--- config.mk ---
export PLATFORM = sky130hd
export DESIGN_NAME = d2sc_isqrt
export DESIGN_NICKNAME = d
export VERILOG_FILES = /design/src/rtl/core/d2sc_pkg.sv /design/src/rtl/core/d2sc_isqrt.sv
export SDC_FILE = /design/constraint.sdc
export NUM_CORES = 2
export LEC_CHECK = 0
export ABC_AREA = 1
export BUFFER_PORTS_ARGS = -buffer_cell sky130_fd_sc_hd__buf_2
export CAP_MARGIN = 10
export CORE_MARGIN = 1.5
export CORE_UTILIZATION = 50
export CTS_BUF_LIST = sky130_fd_sc_hd__clkbuf_16
export DETAILED_ROUTE_END_ITERATION = 8
export HOLD_SLACK_MARGIN = 0.05
export MAX_ROUTING_LAYER = met4
export PLACE_DENSITY = 0.79
export RECOVER_POWER = 25
export SLEW_MARGIN = 30
export SYNTH_ARGS = -nofsm -noshare
export SYNTH_HDL_FRONTEND = slang
export SYNTH_SLANG_ARGS = --single-unit
--- constraint.sdc ---
create_clock -name clk -period 6.3 [get_ports clk]
set_input_delay 0.63 -clock clk [delete_from_list [all_inputs] [get_ports clk]]
set_output_delay 0.63 -clock clk [all_outputs]
set_load 0.01 [all_outputs]
--- src/rtl/core/d2sc_pkg.sv ---
// ---------------------------------------------------------------------------
// d2sc_pkg
// Widths, angle constants, arctangent table and shared types of the
// disc to strip coordinate map.
// ---------------------------------------------------------------------------
`timescale 1ns / 1ps

package d2sc_pkg;

	// sizing knobs
	localparam int COORD_BITS    = 12;
	localparam int ANGLE_BITS    = 16;
	localparam int CORDIC_STAGES = 16;

	// fixed field widths
	localparam int RADIUS_BITS    = 11;
	localparam int WIDTH_BITS     = 12;
	localparam int CFG_INDEX_BITS = 2;
	localparam int CFG_DATA_BITS  = 12;

	// register indexes
	typedef enum logic [CFG_INDEX_BITS-1:0] {
		REG_DISC_RADIUS = CFG_INDEX_BITS'(0),
		REG_STRIP_WIDTH = CFG_INDEX_BITS'(1)
	} cfg_reg_t;

	// derived arithmetic widths
	localparam int GUARD_SHIFT  = 24;
	localparam int TAB_LEN      = 24;
	localparam int TURN_BITS    = 32;
	localparam int DELTA_BITS   = ((COORD_BITS > RADIUS_BITS) ? COORD_BITS : RADIUS_BITS) + 1;
	localparam int SQ_BITS      = 2 * DELTA_BITS - 2;
	localparam int D2_BITS      = SQ_BITS + 1;
	localparam int R2_BITS      = 2 * RADIUS_BITS;
	localparam int ROOT_BITS    = (D2_BITS + 1) / 2;
	localparam int TRIAL_BITS   = 2 * ROOT_BITS;
	localparam int XY_BITS      = DELTA_BITS + GUARD_SHIFT + 2;
	localparam int CORDIC_ITERS = (CORDIC_STAGES < TAB_LEN) ? CORDIC_STAGES : TAB_LEN;
	localparam int PIPE_LEN     = (CORDIC_ITERS > ROOT_BITS) ? CORDIC_ITERS : ROOT_BITS;
	localparam int CORE_LAT     = PIPE_LEN + 2;
	localparam int PROD_BITS    = ANGLE_BITS + WIDTH_BITS;

	// angles in 2^-32 turn
	localparam logic [TURN_BITS-1:0] ANG_QUARTER = 32'h4000_0000;
	localparam logic [TURN_BITS-1:0] ANG_HALF    = 32'h8000_0000;
	localparam logic [TURN_BITS-1:0] ANG_THREE_Q = 32'hC000_0000;

	// atan(2^-i) in 2^-32 turn
	localparam logic [TURN_BITS-1:0] ATAN_TURNS [TAB_LEN] = '{
		32'h20000000, 32'h12E4051E, 32'h09FB385B, 32'h051111D4,
		32'h028B0D43, 32'h0145D7E1, 32'h00A2F61E, 32'h00517C55,
		32'h0028BE53, 32'h00145F2F, 32'h000A2F98, 32'h000517CC,
		32'h00028BE6, 32'h000145F3, 32'h0000A2FA, 32'h0000517D,
		32'h000028BE, 32'h0000145F, 32'h00000A30, 32'h00000518,
		32'h0000028C, 32'h00000146, 32'h000000A3, 32'h00000051
	};

	typedef logic signed [DELTA_BITS-1:0] delta_t;

	// distance side result
	typedef struct packed {
		logic                 in_disc;
		logic [ROOT_BITS-1:0] root;
	} dist_t;

	// one result beat
	typedef struct packed {
		logic                   in_disc;
		logic [WIDTH_BITS-1:0]  col;
		logic [RADIUS_BITS-1:0] row;
	} res_t;

endpackage

--- src/rtl/core/d2sc_isqrt.sv ---
// ---------------------------------------------------------------------------
// d2sc_isqrt
// Squared distance, inside test and a restoring integer square root,
// one root bit per stage.
// ---------------------------------------------------------------------------
`timescale 1ns / 1ps

module d2sc_isqrt (
	input  logic                             clk,
	input  logic                             en,
	input  d2sc_pkg::delta_t                 dx,
	input  d2sc_pkg::delta_t                 dy,
	input  logic [d2sc_pkg::RADIUS_BITS-1:0] radius,
	output d2sc_pkg::dist_t                  dinfo
);

	localparam int NS = d2sc_pkg::PIPE_LEN;
	localparam int RB = d2sc_pkg::ROOT_BITS;
	localparam int TB = d2sc_pkg::TRIAL_BITS;

	logic [d2sc_pkg::SQ_BITS-1:0] sqx_s0, sqy_s0;
	logic [d2sc_pkg::R2_BITS-1:0] r2_s0;

	// squares
	always_ff @(posedge clk) begin
		if (en) begin
			sqx_s0 <= d2sc_pkg::SQ_BITS'(dx * dx);
			sqy_s0 <= d2sc_pkg::SQ_BITS'(dy * dy);
			r2_s0  <= d2sc_pkg::R2_BITS'(radius) * d2sc_pkg::R2_BITS'(radius);
		end
	end

	logic [TB-1:0] rem_s  [NS+1];
	logic [RB-1:0] root_s [NS+1];
	logic          in_s   [NS+1];

	logic [d2sc_pkg::D2_BITS-1:0] d2;
	assign d2 = d2sc_pkg::D2_BITS'(sqx_s0) + d2sc_pkg::D2_BITS'(sqy_s0);

	// sum and radius compare
	always_ff @(posedge clk) begin
		if (en) begin
			rem_s[0]  <= TB'(d2);
			root_s[0] <= '0;
			in_s[0]   <= (d2 <= d2sc_pkg::D2_BITS'(r2_s0));
		end
	end

	// root digits, most significant first
	for (genvar k = 1; k <= NS; k++) begin : g_step
		localparam int J = k - 1;
		if (J < RB) begin : g_bit
			localparam int B = RB - 1 - J;
			logic [TB-1:0] trial;
			assign trial = (TB'(root_s[k-1]) << (B + 1)) | (TB'(1) << (2 * B));
			always_ff @(posedge clk) begin
				if (en) begin
					in_s[k] <= in_s[k-1];
					if (rem_s[k-1] >= trial) begin
						rem_s[k]  <= rem_s[k-1] - trial;
						root_s[k] <= root_s[k-1] | (RB'(1) << B);
					end else begin
						rem_s[k]  <= rem_s[k-1];
						root_s[k] <= root_s[k-1];
					end
				end
			end
		end else begin : g_pass
			always_ff @(posedge clk) begin
				if (en) begin
					in_s[k]   <= in_s[k-1];
					rem_s[k]  <= rem_s[k-1];
					root_s[k] <= root_s[k-1];
				end
			end
		end
	end

	assign dinfo.in_disc = in_s[NS];
	assign dinfo.root    = root_s[NS];

endmodule

==> impl_metrics.yaml <==
logic_synthesis:
  synth-edff-count: 551
  synthesis.nets: 4819
  dominantRegCellSynth: "edfxtp_1"
  async_flop_share: 0
  yosysSeqAreaShare: 0.403
  yosysWarnings: 0
  avgSynthCellArea_um2: 9.96
  synth_seq_cells: 551
  syn_inst: 4121
  ys_types: 61
  synth_area_mm2: 0.0410
timing:
  finalCritPeriodShare: 0.874
  timing.hold.ws_ps: 414
  relSlewSlack: -0.826
  fin_crit_ps: 5510
  finalSetupViolCount: 0
  fin_skew_ps: 33.5
  slew_violations: 44
  hold_viol_final: 0
  max_freq_ghz: 0.182
  worstMarginPinSlew_ps: 2740
  grt_setup_unrepaired: "no"
  tns_ps: 0
worst_setup_path:
  cp.required_ps: 6690
  crit_type: "in2reg"
  critical_path.max_fanout: 13
  crit_start: "dx[12]"
  end_kind: "flip-flop"
  start_kind: "primary input"
  r2r-start: "sqy_s0[3]"
  arrival_ps: 5890
pwr:
  p_sw_mw: 9.68
  power_frac_clock: 0.144
  switching_share: 0.443
  ir_worst_vdd_uv: 579
  power_frac_seq: 0.274
  finalPower_mw: 21.8
  p_per_area_mw_per_mm2: 495
  pwr-share-comb: 0.582
  p_int_mw: 12.1
  leakage_nw: 20.7
status:
  status: "finished, violations left"
  violations: "capacitance limit, slew limit"
place:
  globalplace.congestion: 0.973
  dpl.hpwl_mm: 66.9
  place_inst: 5164
  io_buffers: 52
clock_tree:
  cts_tree: "yes"
  root_buffer: "clkbuf_16"
  cts_hold_buf: 0
  cts_sinks: 551
  cts_setup_buffers: 0
  cts_max_path_buffers: 3
  postCtsResizedCells: 0
  clkLatencyLatePin_ps: 630
  htree_levels: 2
  numCtsBuffers: 55
  path_clk_slew_ps: 60
drt:
  wl_per_cell_um: 15.9
  drcViolationCount: 0
  ant_nets: 0
  viasPerCell: 5.22
  first_iter_violations: 1622
  dr.pass1.iters: 7
  vias: 27519
  routed_wl_mm: 83.8
grt:
  busiest_layer: "met2"
  grt_max_degree: 199
  use_met1: 0.242
  grt-ovfl-total: 0
  grt_pass1_wl_mm: 138
  grt_usage: 0.211
  met3_usage: 0.0204
  grt_pass1_vias: 28194
  antenna_found_initial: 1
  grt.met2_usage: 0.382
floorplanning:
  dieWidth_um: 290
  io_pins: 53
  start_util: 0.507
  fp-row-count: 104
  core_mm2: 0.0809
  dieArea_mm2: 0.0838
  die_h_um: 290
final_layout:
  area_growth_pct: 7.43
  final_core_util: 0.545
  drive_gt1_frac: 0.0502
  nets: 4860
  final-instance-count-excl-fill: 5267
run:
  maxCapViolCount: 1
hold_path:
  hp-start: "rem_s[0][8]"
  holdCritPathClass: "reg2reg"
[critical path: stages]
cell and delay [ps]:
buf_2 240, nand2_1 160, fa_1 610, inv_1 80, fa_1 530, inv_1 140
fa_1 510, inv_1 50, fa_1 530, inv_1 50, fa_1 470, inv_1 40
ha_1 280, ha_1 380, nand2_1 110, nor3_1 310, nand2_1 90, o311ai_0 440
inv_1 80, nand2_1 80, nand2_1 40
[registers in the layout (all words and copies together), names as in the netlist]
signal	flops
root_s	130
r2_s0	21
rem_s	337
sqy_s0	23
sqx_s0	23
in_s	17
[layout make-up]
type                    instances  area, um2
well taps                    1060       1330
multi-input cells            2627      20800
inverters                     857       3220
clock inverters                46        369
fillers                      6904      36800
diodes                          1       2.50
repair buffers                 70        425
clock buffers                  55       1380
flip-flops and latches        551      16500
[cell usage after synthesis (all sizes together), types with 4 or more instances]
cell type	count	area share
a211oi	4	0.00073
a21boi	6	0.0012
a21o	15	0.0027
a21oi	207	0.026
a31oi	17	0.0027
and3	7	0.0011
buf	32	0.0060
clkbuf	54	0.0049
edfxtp	551	0.40
fa	327	0.16
ha	332	0.10
inv	856	0.078
nand2	699	0.064
nand3	108	0.013
nand3b	10	0.0018
nand4	41	0.0066
nor2	288	0.027
nor3	61	0.0077
nor3b	5	0.00091
nor4	48	0.0076
nor4b	4	0.00085
o2111ai	9	0.0019
o211ai	11	0.0023
o21a	6	0.0011
o21ai	140	0.019
o21bai	12	0.0022
o31ai	10	0.0018
or2	16	0.0024
xnor2	86	0.018
xor2	143	0.031
[final timing paths]
path	endpoint	slack, ps	cells after the start
hold / removal	rem_s[0][34]	410	0
setup / recovery	sqx_s0[23]	790	21
hold reg to reg	rem_s[0][34]	410	0
setup reg to reg	in_s[0]	2550	18
[routing by layer]
metal	vias to the layer above	wire length [um]
li1	13427	-
met1	13305	33600
met2	608	43800
met3	179	3180
met4	0	3300
met5	-	0
[layout by cell type, fill, tap and decap left out, types with 15 or more instances in the layout]
cell type    n
edfxtp_1   551
inv_1      861
nand4_1     39
a31oi_1     16
nand2_1    693
o21ai_2     20
nor2_1     287
ha_1       332
o21ai_1     18
buf_2       50
fa_1       327
clkbuf_16   55
xnor2_1     86
a21o_1      15
o21ai_0    102
nand3_1    107
or2_2       15
nor4_1      46
a21oi_1    201
xor2_1     143
nor3_1      59
[power by group through the flow]
stage               registers (mW)  clock network (mW)  logic [mW]
floorplan                     5.79                   0        9.83
global placement              6.02                   0        12.4
detailed placement            6.05                   0        12.6
CTS                           5.98                3.21        12.7
global route                  6.03                3.35        14.6
finish                        5.97                3.14        12.7
[cell families (layout without fill, tap and decap cells)]
| kind of cell | count (synthesis) | in the layout | share of synthesized area |
|---|---|---|---|
| XOR/XNOR | 229 | 229 | 0.0489 |
| AND/OR/NAND/NOR | 1292 | 1292 | 0.134 |
| AO/OA/AOI/OAI | 447 | 447 | 0.0640 |
| other | 0 | 1 | 0 |
| flip-flops | 551 | 551 | 0.403 |
| buffers and inverters | 943 | 1028 | 0.0893 |
| adder cells (fa/ha/maj) | 659 | 659 | 0.261 |
[per-stage QoR]
stage	instance area [um2]	worst slack (ps)
3_3_place_gp	42300	330
4_1_cts	44100	838
6_report	44100	794
5_1_grt	44100	490
3_5_place_dp	42300	174
2_1_floorplan	41000	335
No activity file was read; power rests on OpenSTA's default activity.
